--- src/hw/rtl/iibm_pkg.sv ---
// ----------------------------------------------------------------------------
// iibm_pkg
// Shared types and constants for the integral image box mean block.
// ----------------------------------------------------------------------------
`default_nettype none

package iibm_pkg;

  localparam int unsigned MaxWidth  = 512;
  localparam int unsigned MaxHeight = 512;
  localparam int unsigned MaxHalf   = 15;

  localparam int unsigned XW   = $clog2(MaxWidth);
  localparam int unsigned YW   = $clog2(MaxHeight);
  localparam int unsigned AW   = XW + YW;
  localparam int unsigned TW   = 26;
  localparam int unsigned SUMW = 18;
  localparam int unsigned CNTW = 10;
  localparam int unsigned MW   = 16;
  localparam int unsigned QD   = 2;

  localparam logic [1:0] CfgWidth  = 2'd0;
  localparam logic [1:0] CfgHeight = 2'd1;
  localparam logic [1:0] CfgHalf   = 2'd2;

  localparam logic [1:0] StOk    = 2'd0;
  localparam logic [1:0] StRange = 2'd1;
  localparam logic [1:0] StEarly = 2'd2;

  // Work item passed from front to back.
  typedef struct packed {
    logic          is_query;
    logic [1:0]    status;
    logic [7:0]    pixel;
    logic [XW-1:0] x;
    logic [YW-1:0] y;
    logic          row_start;
    logic [XW-1:0] x0;
    logic [XW-1:0] x1;
    logic [YW-1:0] y0;
    logic [YW-1:0] y1;
  } work_t;

endpackage

`default_nettype wire

--- src/hw/rtl/iibm_fifo.sv ---
// ----------------------------------------------------------------------------
// iibm_fifo
// Short work queue between front and back.
// ----------------------------------------------------------------------------
`default_nettype none

module iibm_fifo import iibm_pkg::*; (
  input  wire logic  clk_i,
  input  wire logic  rst_ni,
  input  wire logic  push_i,
  input  work_t      data_i,
  input  wire logic  pop_i,
  output work_t      data_o,
  output logic       empty_o,
  output logic       full_o
);

  localparam int unsigned PW = $clog2(QD);

  work_t          mem_q [QD];
  logic [PW-1:0]  wp_q, rp_q;
  logic [PW:0]    cnt_q;

  assign empty_o = (cnt_q == '0);
  assign full_o  = (cnt_q == (PW+1)'(QD));
  assign data_o  = mem_q[rp_q];

  always_ff @(posedge clk_i) begin
    if (push_i) begin
      mem_q[wp_q] <= data_i;
    end
  end

  always_ff @(posedge clk_i or negedge rst_ni) begin
    if (!rst_ni) begin
      wp_q  <= '0;
      rp_q  <= '0;
      cnt_q <= '0;
    end else begin
      if (push_i) begin
        wp_q <= (wp_q == PW'(QD-1)) ? '0 : wp_q + 1'b1;
      end
      if (pop_i) begin
        rp_q <= (rp_q == PW'(QD-1)) ? '0 : rp_q + 1'b1;
      end
      cnt_q <= cnt_q + (PW+1)'(push_i) - (PW+1)'(pop_i);
    end
  end

  assert property (@(posedge clk_i) disable iff (!rst_ni) !(push_i && full_o))
    else $error("queue overflow");
  assert property (@(posedge clk_i) disable iff (!rst_ni) !(pop_i && empty_o))
    else $error("queue underflow");
  assert property (@(posedge clk_i) disable iff (!rst_ni) cnt_q <= (PW+1)'(QD))
    else $error("queue count out of range");

endmodule

`default_nettype wire

--- config.mk ---
export PLATFORM = sky130hd
export DESIGN_NAME = iibm_fifo
export DESIGN_NICKNAME = d
export VERILOG_FILES = /design/src/hw/rtl/iibm_pkg.sv /design/src/hw/rtl/iibm_fifo.sv
export SDC_FILE = /design/constraint.sdc
export NUM_CORES = 1
export LEC_CHECK = 0
export ABC_AREA = 1
export BUFFER_PORTS_ARGS = -buffer_cell sky130_fd_sc_hd__buf_4
export CAP_MARGIN = 20
export CORE_ASPECT_RATIO = 1.4
export CORE_UTILIZATION = 30
export CTS_BUF_LIST = sky130_fd_sc_hd__clkbuf_16
export DETAILED_ROUTE_END_ITERATION = 6
export GPL_TIMING_DRIVEN = 0
export SYNTH_ARGS = -nofsm -noshare
export SYNTH_HDL_FRONTEND = slang
export SYNTH_SLANG_ARGS = --single-unit
--- constraint.sdc ---
create_clock -name clk_i -period 4.2 [get_ports clk_i]
set_input_delay 0.21 -clock clk_i [delete_from_list [all_inputs] [get_ports clk_i]]
set_output_delay 0.21 -clock clk_i [all_outputs]
set_load 0.005 [all_outputs]
# --- Word level (Yosys, flattened, before mapping) ---
# Memory sizes are Yosys's and may differ from the RTL's.
# Index checks and enable logic that the tools add are counted.
# W data, S select, Z words.
totals:
  ff_bits: 4
  ramBits: 132
  input_bits: 70
  output_inout_bits: 68
  elab_cells: 14
  memories: 1
classes:
  add_sub_neg: 4
  eq_ne: 1
  mux: 4
  reduce_logical: 1
memory_table:
  columns: ["memory", "words", "word_bits", "rd", "rd_clocked_by_memory_dff", "wr", "line", "text"]
  rows:
  - ["mem_q", 2, 66, 1, 0, 1, "iibm_fifo.sv:20", "work_t mem_q [QD];"]
op_table:
  columns: ["operator", "n"]
  rows:
  - ["$mux W1", 4]
  - ["$add A1 B1 Y1 const B", 2]
  - ["$add A2 B1 Y2", 1]
  - ["$eq A2 B2 Y1 const B", 1]
  - ["$logic_not A2 Y1", 1]
  - ["$sub A2 B1 Y2", 1]

# --- Logic depth before layout (Yosys ltp) ---
depth:
  word_depth: 2
  mapped_depth: 7
  mapped_depth_nobuf: 7

# --- Least setup slack after synthesis ---
# OpenSTA, ideal clock, no wires.
synth_timing:
  path_type: "register to register"
  start: "reg wp_q"
  end: "mem mem_q[0][0] (netlist bit), enable pin"
  setup_time_ns: 0.492
  arrival_ns: 3.169
  slack_ns: 0.539
  path_stages_with_launch: 2
  path_cell_list: "dfrtp_1 nor2_1"
synth_rtl:
  columns: ["item", "line", "text"]
  rows:
  - ["start: declaration", "iibm_fifo.sv:21", "logic [PW-1:0] wp_q, rp_q;"]
  - ["start signal: assignment", "iibm_fifo.sv:41", "wp_q <= (wp_q == PW'(QD-1)) ? '0 : wp_q + 1'b1;"]
  - ["end: declaration", "iibm_fifo.sv:20", null]
# Straight into the memory's write port.

==> impl_metrics.json <==
{
  "status": "finished, final reports clean",
  "crit_path_top_delay_cell": "dfrtp_1",
  "timing.final.hold_violations": 0,
  "start_kind": "register",
  "critical_path.max_fanout": 10,
  "port-buffer-count": 137,
  "crit_chain": "clkbuf_1 -> o21ai_0 -> buf_4",
  "synth_enable_flop_cells": 132,
  "period_share_pct": 47.4,
  "finalWorstPathRequiredPeriod_ps": 1990,
  "timing_max_transition_violations_final": 0,
  "clock_insertion_delay_worst_skew_ps": 410,
  "grt_remaining_overflow": 0,
  "post_cts_hold_buffer_count": 69,
  "synthDistinctLibCells": 13,
  "detail_route.vias_per_cell": 4.22,
  "register_area_sq_um": 4060,
  "max_freq_mhz": 502,
  "estimated_wirelength_of_the_detail_placed_design_mm": 7.07,
  "num_vias": 3433,
  "met3_length_um": 525,
  "post_synth.cell_area_avg_sq_um": 13.9,
  "drcViolationCount": 0,
  "core_region_area_sq_um": 16700,
  "top_signal_layer_used": "met5",
  "slew-limit-headroom_pct": 42.6,
  "crit_path_end_kind": "output pin",
  "maxCapViolCount": 0,
  "routed_wire_length_per_instance_um": 13.5,
  "postRouteWirelength_mm": 11.0,
  "setup_violations": 0,
  "grt_antenna_before_repair": 2,
  "tns_ps": 0,
  "cp_slowest_stage_delay_ps": 580,
  "vias_in_the_first_global_route": 3461,
  "cts.root.buffer_cell": "clkbuf_16",
  "drt_met1_wl_mm": 4.40,
  "cts.clk_slew.worst_paths_ps": 60,
  "hold_class": "in2async",
  "ys_dominant_reg_cell": "edfxtp_1",
  "route.antenna.remaining_nets": 0,
  "timing.critical_path.arrival_ps": 1780,
  "die-height_um": 157,
  "io_pins": 138,
  "routed-wl-met2_mm": 5.77,
  "leakagePower_nw": 3.29,
  "postCtsSetupRepairBufs": 0,
  "synth_seq_area_share_pct": 79.4,
  "drive_gt1_share_pct": 28.9,
  "fill_cell_total_of_the_finished_layout": 1498,
  "async_reset_ff_share_pct": 2.94,
  "drt_first_iter_violations": 103,
  "total_power_mw": 4.86,
  "critPathKind": "reg2out",
  "ys_top_cells_by_area": "edfxtp_1, o21ai_0, inv_1",
  "synth.cell_area_sq_um": 5120,
  "cts_made_buffers": 17,
  "dieArea_sq_um": 17600,
  "synth-warning-count": 0,
  "power-per-cell-area_nw_per_um2": 627,
  "ys_ff_latch": 136,
  "multiInputGateArea_sq_um": 667,
  "synth.most_common_cell": "edfxtp_1",
  "cts.repair.resized": 0,
  "initial_core_util_pct": 30.6,
  "synth.cells.most_frequent": "edfxtp_1, inv_1, nand2_1",
  "worst_slew_pin_slew_ps": 861,
  "crit_required_ps": 3990,
  "clock_tree_from_tritoncts": "built",
  "post-synth-top-area-fraction_pct": 77.4,
  "first_pass_grt_wire_length_mm": 16.9,
  "die_width_um": 112,
  "cts.sink_count": 136,
  "rsz0062_at_grt": "false",
  "clk_skew_ps": 5.85,
  "track_usage_pct": 12.9,
  "postSynthNetCount": 441,
  "power.ir.vdd_worst_uv": 326,
  "cts-htree-levels": 4,
  "synthesis.instances": 369,
  "rows": 56,
  "gp_routability_congestion": 0.725,
  "synth_top_area_cell": "edfxtp_1",
  "grt_start_max_net_pins": 67,
  "finalNetCount": 668,
  "clk_path_buf_depth": 2,
  "syn2layout_area_growth_pct": 51.5,
  "first_pass_iters": 4
}
-- metal layers --
metal,track usage (%),up-vias
li1,-,1693
met2,22.8,102
met5,0,-
met4,6.67,2
met3,4.38,22
met1,13.5,1614
-- layout make-up --
cell class / count / share of cell area [%]
multi-input cells: 146 / 8.60
clock inverters: 15 / 2.37
well taps: 203 / 3.27
flip-flops and latches: 136 / 52.4
inverters: 73 / 3.57
repair buffers: 208 / 22.7
diodes: 1 / 0.0323
plain buffers: 14 / 1.60
clock buffers: 17 / 5.48
-- power by group --
group          internal (mW)  switching (mW)
Clock                  0.984           0.536
Combinational          0.711           0.743
Sequential              1.80          0.0827
-- registers in the layout, summed over array words and instances (netlist names) --
name,flops
mem_q,132
cnt_q,2
rp_q,1
wp_q,1
-- critical path: cells and delay by family, from the launching register on --
family / cells / cell delay (ps)
buffers and inverters: 2 / 590
AOI/OAI and AO/OA: 1 / 200
DFF: 1 / 580
-- final timing paths --
| check | from | to | slack (ps) | depth (start not counted) |
|---|---|---|---|---|
| max | rp_q | data_o[43] | 2210 | 3 |
| min | rst_ni | cnt_q[0] | 150 | 2 |
| max reg2reg | wp_q | mem_q[1][35] | 2630 | 2 |
| min reg2reg | wp_q | wp_q | 540 | 1 |
| max in group asynchronous | rst_ni | rp_q | 3950 | 2 |
| min in group clk_i | data_i[7] | mem_q[0][7] | 530 | 2 |
-- cell usage in the layout, fill, tap and decap left out, types with 3 or more instances in the layout --
master	Yosys	layout
inv_1	73	73
bufinv_16	0	4
clkbuf_8	6	6
clkinv_4	0	3
edfxtp_1	132	132
clkbuf_1	6	6
dfrtp_1	4	4
dlygate4sd3_1	0	69
clkbuf_16	0	17
nand2_1	72	72
clkinv_1	0	4
o21ai_0	66	66
buf_4	1	138
-- through the flow --
stage | instance area (sq um) | std cells | setup slack [ps] | util, % | hold slack [ps]
final | 7760 | 813 | 2210 | 46.3 | 148
after global routing | 7760 | 813 | 2060 | 46.3 | 128
after CTS | 7750 | 812 | 2140 | 46.3 | 107
after detailed placement | 6450 | 711 | 2580 | 38.5 | 11.2
after global placement | 6400 | 709 | -981 | 38.2 | 7.75
after floorplan | 5120 | 369 | 539 | - | -85.6
-- kinds of logic (layout without fill, tap and decap cells) --
family / after synthesis / in the layout / synth area share, %
simple gates: 76 / 76 / 5.59
buf+inv: 87 / 327 / 7.77
flops: 136 / 136 / 79.4
compound gates: 66 / 66 / 6.45
fa+ha+maj: 2 / 2 / 0.489
xor+xnor: 2 / 2 / 0.342
other cells: 0 / 1 / 0
Note: power is estimated with default switching activity, not from simulation.
