`config.mk`:
```
export PLATFORM = sky130hd
export DESIGN_NAME = iibm_front
export DESIGN_NICKNAME = d
export VERILOG_FILES = /design/src/hw/rtl/iibm_pkg.sv /design/src/hw/rtl/iibm_front.sv
export SDC_FILE = /design/constraint.sdc
export NUM_CORES = 1
export LEC_CHECK = 0
export ABC_CLOCK_PERIOD_IN_PS = 4500
export BUFFER_PORTS_ARGS = -buffer_cell sky130_fd_sc_hd__buf_2
export CORE_ASPECT_RATIO = 1.75
export CORE_UTILIZATION = 45
export DETAILED_ROUTE_END_ITERATION = 8
export PLACE_DENSITY = 0.73
export SLEW_MARGIN = 10
export SYNTH_ARGS = -nofsm -noshare
export SYNTH_HDL_FRONTEND = slang
export SYNTH_SLANG_ARGS = --single-unit
```
`constraint.sdc`:
```
create_clock -name clk_i -period 4.5 [get_ports clk_i]
set_clock_uncertainty 0.05 [all_clocks]
set_input_delay 0.225 -clock clk_i [delete_from_list [all_inputs] [get_ports clk_i]]
set_output_delay 0.225 -clock clk_i [all_outputs]
set_load 0.02 [all_outputs]
```
`src/hw/rtl/iibm_pkg.sv`:
```
// ----------------------------------------------------------------------------
// iibm_pkg
// Shared types and constants for the integral image box mean block.
// ----------------------------------------------------------------------------
`default_nettype none

package iibm_pkg;

  localparam int unsigned MaxWidth  = 512;
  localparam int unsigned MaxHeight = 512;
  localparam int unsigned MaxHalf   = 15;

  localparam int unsigned XW   = $clog2(MaxWidth);
  localparam int unsigned YW   = $clog2(MaxHeight);
  localparam int unsigned AW   = XW + YW;
  localparam int unsigned TW   = 26;
  localparam int unsigned SUMW = 18;
  localparam int unsigned CNTW = 10;
  localparam int unsigned MW   = 16;
  localparam int unsigned QD   = 2;

  localparam logic [1:0] CfgWidth  = 2'd0;
  localparam logic [1:0] CfgHeight = 2'd1;
  localparam logic [1:0] CfgHalf   = 2'd2;

  localparam logic [1:0] StOk    = 2'd0;
  localparam logic [1:0] StRange = 2'd1;
  localparam logic [1:0] StEarly = 2'd2;

  // Work item passed from front to back.
  typedef struct packed {
    logic          is_query;
    logic [1:0]    status;
    logic [7:0]    pixel;
    logic [XW-1:0] x;
    logic [YW-1:0] y;
    logic          row_start;
    logic [XW-1:0] x0;
    logic [XW-1:0] x1;
    logic [YW-1:0] y0;
    logic [YW-1:0] y1;
  } work_t;

endpackage

`default_nettype wire

```
`src/hw/rtl/iibm_front.sv`:
```
// ----------------------------------------------------------------------------
// iibm_front
// Accepts commands, tracks raster position, clips query windows.
// ----------------------------------------------------------------------------
`default_nettype none

module iibm_front import iibm_pkg::*; (
  input  wire logic          clk_i,
  input  wire logic          rst_ni,
  input  wire logic          restart_i,
  input  wire logic          take_i,
  input  wire logic          cmd_i,
  input  wire logic [7:0]    pixel_i,
  input  wire logic [XW-1:0] query_x_i,
  input  wire logic [YW-1:0] query_y_i,
  input  wire logic [XW:0]   w_i,
  input  wire logic [YW:0]   h_i,
  input  wire logic [3:0]    r_i,
  output work_t              item_o
);

  logic [XW-1:0] col_q, col_d;
  logic [YW-1:0] row_q, row_d;
  logic          done_q, done_d;
  logic [XW-1:0] lx;
  logic [YW-1:0] ly;
  logic [XW+1:0] xs;
  logic [YW+1:0] ys;

  always_comb begin
    lx = col_q;
    ly = row_q;
    if (done_q || ({1'b0, col_q} >= w_i) || ({1'b0, row_q} >= h_i)) begin
      lx = '0;
      ly = '0;
    end
    xs = {2'b0, query_x_i} + {{(XW-2){1'b0}}, r_i};
    ys = {2'b0, query_y_i} + {{(YW-2){1'b0}}, r_i};
  end

  always_comb begin
    item_o = '0;
    item_o.is_query  = cmd_i;
    item_o.pixel     = pixel_i;
    item_o.x         = lx;
    item_o.y         = ly;
    item_o.row_start = (lx == '0);
    if (!done_q) begin
      item_o.status = StEarly;
    end else if (({1'b0, query_x_i} >= w_i) || ({1'b0, query_y_i} >= h_i)) begin
      item_o.status = StRange;
    end else begin
      item_o.status = StOk;
    end
    item_o.x0 = (query_x_i > XW'(r_i)) ? query_x_i - XW'(r_i) : '0;
    item_o.y0 = (query_y_i > YW'(r_i)) ? query_y_i - YW'(r_i) : '0;
    item_o.x1 = (xs < {1'b0, w_i}) ? xs[XW-1:0] : XW'(w_i - 1'b1);
    item_o.y1 = (ys < {1'b0, h_i}) ? ys[YW-1:0] : YW'(h_i - 1'b1);
  end

  always_comb begin
    col_d  = col_q;
    row_d  = row_q;
    done_d = done_q;
    if (restart_i) begin
      col_d  = '0;
      row_d  = '0;
      done_d = 1'b0;
    end else if (take_i && !cmd_i) begin
      done_d = 1'b0;
      if ({1'b0, lx} + 1'b1 >= w_i) begin
        col_d = '0;
        if ({1'b0, ly} + 1'b1 >= h_i) begin
          row_d  = '0;
          done_d = 1'b1;
        end else begin
          row_d = ly + 1'b1;
        end
      end else begin
        col_d = lx + 1'b1;
        row_d = ly;
      end
    end
  end

  always_ff @(posedge clk_i or negedge rst_ni) begin
    if (!rst_ni) begin
      col_q  <= '0;
      row_q  <= '0;
      done_q <= 1'b0;
    end else begin
      col_q  <= col_d;
      row_q  <= row_d;
      done_q <= done_d;
    end
  end

  assert property (@(posedge clk_i) disable iff (!rst_ni)
    $past(restart_i) |-> !done_q && col_q == '0 && row_q == '0)
    else $error("restart did not reset raster position");
  assert property (@(posedge clk_i) disable iff (!rst_ni)
    done_q |-> col_q == '0 && row_q == '0)
    else $error("complete frame with nonzero position");
  assert property (@(posedge clk_i) disable iff (!rst_ni)
    (take_i && cmd_i && !restart_i) |=> $stable(col_q) && $stable(row_q))
    else $error("query moved raster position");

endmodule

`default_nettype wire

```
# == Word level (Yosys, flattened, before mapping) ==
# Cells that the tools add are included.
# W data, S select, Z words.
# word_totals
out_inout_bits,66
reg_bits,19
in_bits,55
wordCells,49
# classes
n_addsub,10
n_reduce_logical,7
mux,19
magnitude_cmp,10
# op_table
cell,n
$mux W9,13
$ge A9 B10 Y1,4
$add A9 B1 Y10 const B,2
$add A9 B4 Y10,2
$ge A10 B10 Y1,2
$lt A10 B10 Y1,2
$add A9 B1 Y9 const B,2
$gt A9 B4 Y1,2
$sub A9 B1 Y9 const B,2
$sub A9 B4 Y9,2
$logic_not A9 Y1,1
$mux W1,5
$logic_or A1 B1 Y1,3
$mux W2,1
$reduce_bool A2 Y1,1
$logic_and A1 B1 Y1,1
$logic_not A1 Y1,1

# == Logic depth before layout (Yosys ltp) ==
# logic_depth
ltp_word,10
depth_mapped,25
ltp_nobuf,22

# == Least setup slack after synthesis ==
# Ideal clock, no wire load.
# synth_timing
path_kind,register -> register
from,register row_q[7]
to,register row_q[2]
arrival_time_ps,4637
n_path_buf,3
required_ps,4326
setup_slack_ps,-311
stages_incl_launch_ff,23
setup_time_ps,124
synth_period_minus_slack_ps,4811
path_cell_list,dfrtp_1 -> ha_1 -> a21o_1 -> a21oi_1 -> o22ai_1 -> nor2_1 -> and3_1 -> buf_2 -> buf_2 -> and2_1 -> ha_1 -> nand3_1 -> nor3_1 -> xnor2_1 -> nor2_1 -> ha_1 -> a2111o_1 -> a211o_1 -> o221ai_2 -> and3b_1 -> buf_6 -> o211a_1 -> a211o_1
# synth_rtl
item,line,rtl
from (decl),iibm_front.sv:23,"logic [YW-1:0] row_q, row_d;"
from (signal assigned),iibm_front.sv:93,row_q <= row_d;

# == Final worst setup path ==
# layout_timing
from,register row_q[7]
to,register row_q[5]
# layout_via
elab_chain_len,9
elab_cells_between_ends,13
cone_classes,add/sub: 3; order compare: 3; mux: 6; reduce/logical: 1
# layout_rtl
item,line,rtl
$ge A9 B10 Y1,iibm_front.sv:33,"if (done_q || ({1'b0, col_q} >= w_i) || ({1'b0, row_q} >= h_i)) begin"
$logic_or A1 B1 Y1,iibm_front.sv:33,
$mux W9,iibm_front.sv:33,
$add A9 B1 Y10,iibm_front.sv:73,"if ({1'b0, ly} + 1'b1 >= h_i) begin"
$ge A10 B10 Y1,iibm_front.sv:73,
$mux W9,iibm_front.sv:73,
$mux W9 (*),iibm_front.sv:71,"if ({1'b0, lx} + 1'b1 >= w_i) begin"
$mux W9 (*),iibm_front.sv:69,end else if (take_i && !cmd_i) begin
$mux W9 (*),iibm_front.sv:65,if (restart_i) begin
# Mark *: on every way between the ends. The rest lies on a longest branch, timed or not. The select of a mux whose other input is x is not followed.
# A chain may end at the register's enable or synchronous reset.

==> flow_metrics.py <==
metrics = {
    "power": {
        "peakVddDrop_v": 0.0002029,
        "p_per_area_nw_per_um2": 152.9,
        "clockPowerShare_pct": 22.7,
        "power.leakage_uw": 0.002952,
        "power_uw": 868.8,
        "sw_frac_of_total_pct": 42.97,
        "cell_internal_pwr_uw": 495.4,
        "power_frac_seq_pct": 20.0,
        "power.switching_uw": 373.4,
        "comb_power_share_pct": 57.3,
    },
    "placed_design": {
        "port_buffers": 104,
        "dpl.hpwl_um": 11420,
        "place_area_um2": 5440,
        "post-place-ws_ns": -0.06500,
        "globalplace.congestion": 0.9093,
    },
    "synth": {
        "synth_top_area_share_pct": 26.17,
        "synth.area.top_cells": "ha_1 (26%), dfrtp_1 (10%), xnor2_1 (6.7%)",
        "synth_flop_cell": "dfrtp_1",
        "syn_inst": 567,
        "yosysUniqueCellTypes": 55,
        "ys_warn_count": 0,
        "synth_area_leader_cell": "ha_1",
        "synth-edff-count": 0,
        "async_reset_ff_share_pct": 100.0,
        "synth.avg_cell_area_um2": 8.010,
        "yosysSeqAreaShare_pct": 10.47,
        "yosys-top-cells-count": "ha_1 (95), inv_1 (42), nor2_1 (42)",
        "synth.most_common_cell": "ha_1",
        "syn_nets": 721,
        "synth-seq-cells": 19,
        "syn_area_um2": 4542,
    },
    "sta": {
        "tns_ns": 0,
        "period_needed_ns": 4.370,
        "relSlewSlack_pct": 57.69,
        "max_clock_freq_mhz": 228.8,
        "hold_violations": 0,
        "fin_crit_sh_pct": 97.11,
        "finalMaxSlewViolations": 0,
        "worst_pin_slew_ns": 0.6186,
        "setup_viol": 0,
        "fin_ws_ns": 0.1300,
    },
    "drt": {
        "drc": 0,
        "drtPass1Iterations": 5,
        "finalWirelength_um": 13900,
        "vias": 4820,
        "wl_per_cell_um": 16.89,
        "via_per_inst": 5.857,
        "drt-initial-drc-count": 177,
        "antenna_left": 0,
    },
    "critical_path": {
        "cpPeakStageDelay_ns": 0.39,
        "worst_path_max_delay_cell": "dfrtp_1",
        "end_kind": "register",
        "cp_data_required_time_ns": 4.63,
        "critPathMaxFanout": 8,
        "startpoint_type": "register",
        "path_cells": "ha_1 > a21o_1 > a21oi_2 > o22ai_1 > nor2_1 > and3_4 > and2_4 > ha_4 > nand3_4 > nor3_4 > xnor2_1 > nor2_1 > ha_1 > a2111o_1 > a211o_1 > o221ai_4 > buf_6 > nand2b_1 > nand2_1 > a221oi_2",
        "arrival_ns": 4.50,
        "crit_type": "register to register",
    },
    "final_layout": {
        "nFillCells": 921,
        "syn_to_final_growth_pct": 25.12,
        "drive_above_1_share_pct": 29.08,
        "stdcell_area_um2": 5683,
        "n_antenna_cell": 0,
        "nets": 853,
    },
    "clock_tree": {
        "htreeDepth": 1,
        "clk_pin_slew_ns": 0.06,
        "cts_buffers": 3,
        "insertion_delay_ns": 0.26,
        "cts_tree": "yes",
        "clockBufferDepth": 2,
        "cts_root_buf": "clkbuf_16",
        "cts_sinks": 19,
    },
    "grt": {
        "antenna_found_initial": 0,
        "grt_overflow": 0,
        "grtUsageMet1_pct": 26.82,
        "grt_busiest_layer": "met2",
        "grt_max_degree": 26,
        "use_met2_pct": 51.03,
        "grt_pass1_vias": 4861,
        "met3_usage_pct": 1.689,
        "grt_pass1_wl_um": 21930,
        "grt_usage_pct": 26.05,
    },
    "die": {
        "die_h_um": 134.9,
        "dieArea_um2": 10510,
        "start_util_pct": 46.11,
        "coreArea_um2": 9849,
        "die_w_um": 77.95,
        "io_pins": 121,
        "rows": 48,
    },
    "hold_path": {
        "min_path_type": "input port to register",
    },
    "status": {
        "status": "finished, final reports clean",
    },
    "run": {
        "max_cap_viol_count": 0,
    },
}
==> power by group through the flow <==
stage / Sequential [uW] / Clock, uW / Combinational [uW]
after floorplan: 177 / 0 / 335
after global placement: 177 / 0 / 475
after detailed placement: 177 / 0 / 491
after CTS: 174 / 198 / 495
after global routing: 174 / 204 / 546
final: 174 / 197 / 498
==> metrics by stage <==
step | hold slack [ns] | std cells | util (%)
floorplan | -0.1206 | 567 | -
global placement | 0.1600 | 812 | 55.23
detailed placement | 0.1538 | 812 | 55.23
CTS | 0.2102 | 817 | 56.36
global route | 0.2314 | 823 | 57.70
finish | 0.2101 | 823 | 57.70
==> critical path: cells and delay by family (launching register included) <==
kind	cells	cell delay [ns]
AO/OA/AOI/OAI	7	1.64
AND/OR/NAND/NOR	8	1.24
adder cells (fa/ha/maj)	3	0.65
flip-flops	1	0.39
buffers and inverters	1	0.17
XOR/XNOR	1	0.13
==> flip-flops by register name, summed over array words and instances, names as in the netlist <==
name / flops
row_q: 9
col_q: 9
done_q: 1
==> final cells by class <==
cell class / instances / area [um2] / share of cell area [%]
well taps: 125 / 156.4 / 2.752
inverters: 42 / 157.7 / 2.774
clock buffers: 3 / 75.07 / 1.321
multi-input cells: 475 / 3881 / 68.30
clock inverters: 1 / 5.005 / 0.08807
flip-flops and latches: 19 / 475.5 / 8.366
repair buffers: 158 / 932.1 / 16.40
==> final timing paths <==
check                      cells past startpoint  slack (ns)  endpoint  startpoint
min in group asynchronous                      2        0.40  col_q[1]      rst_ni
max in group asynchronous                      2        3.66  col_q[6]      rst_ni
min reg2reg                                    1        0.51  row_q[1]    row_q[1]
max                                           20        0.13  row_q[5]    row_q[7]
min                                            2        0.21  row_q[5]   restart_i
max reg2reg                                   20        0.13  row_q[5]    row_q[7]
==> cell usage in the layout (no fill, tap or decap), types with 3 or more instances in the layout <==
cell and n:
buf_2 104, ha_1 93, buf_4 52, inv_1 40, nor2_1 40, xnor2_1 35
a21oi_1 29, o21ai_0 23, nand2_1 20, dfrtp_1 19, nand3_1 18, nor3_1 17
mux2_2 16, a21o_1 15, and2_1 14, o21a_1 13, nand2b_1 13, xor2_1 9
a211oi_1 8, o211ai_1 7, and3_1 7, o21bai_1 7, nor2b_1 7, nand4_1 6
or3_1 5, a211o_1 5, and4_1 4, a2111oi_0 4, a31oi_1 4, fa_1 4
a2111o_1 3, nor4_1 3, a22oi_1 3, clkbuf_16 3
==> metal layers <==
metal  part of all wire [%]  routed length (um)
met2                     54                7485
met1                     38                5227
met3                    4.1                 573
met4                    4.4                 612
met5                      0                   0
==> repair_timing <==
item	4_1_cts	5_1_grt
resized for setup	5	19
pin swaps	0	9
hold buffers	1	0
hold endpoints to repair	19	0
buffers inserted	0	6
endpoints found under the setup margin	13	17
==> kinds of logic after synthesis <==
logic type / count (synthesis) / synth area share (%)
AO/OA/AOI/OAI: 144 / 22.26
adder cells (fa/ha/maj): 99 / 27.93
AND/OR/NAND/NOR: 170 / 19.20
XOR/XNOR: 44 / 8.485
multiplexers: 18 / 4.408
flip-flops: 19 / 10.47
buffers and inverters: 73 / 7.245
No activity file was read; power rests on OpenSTA's default activity.
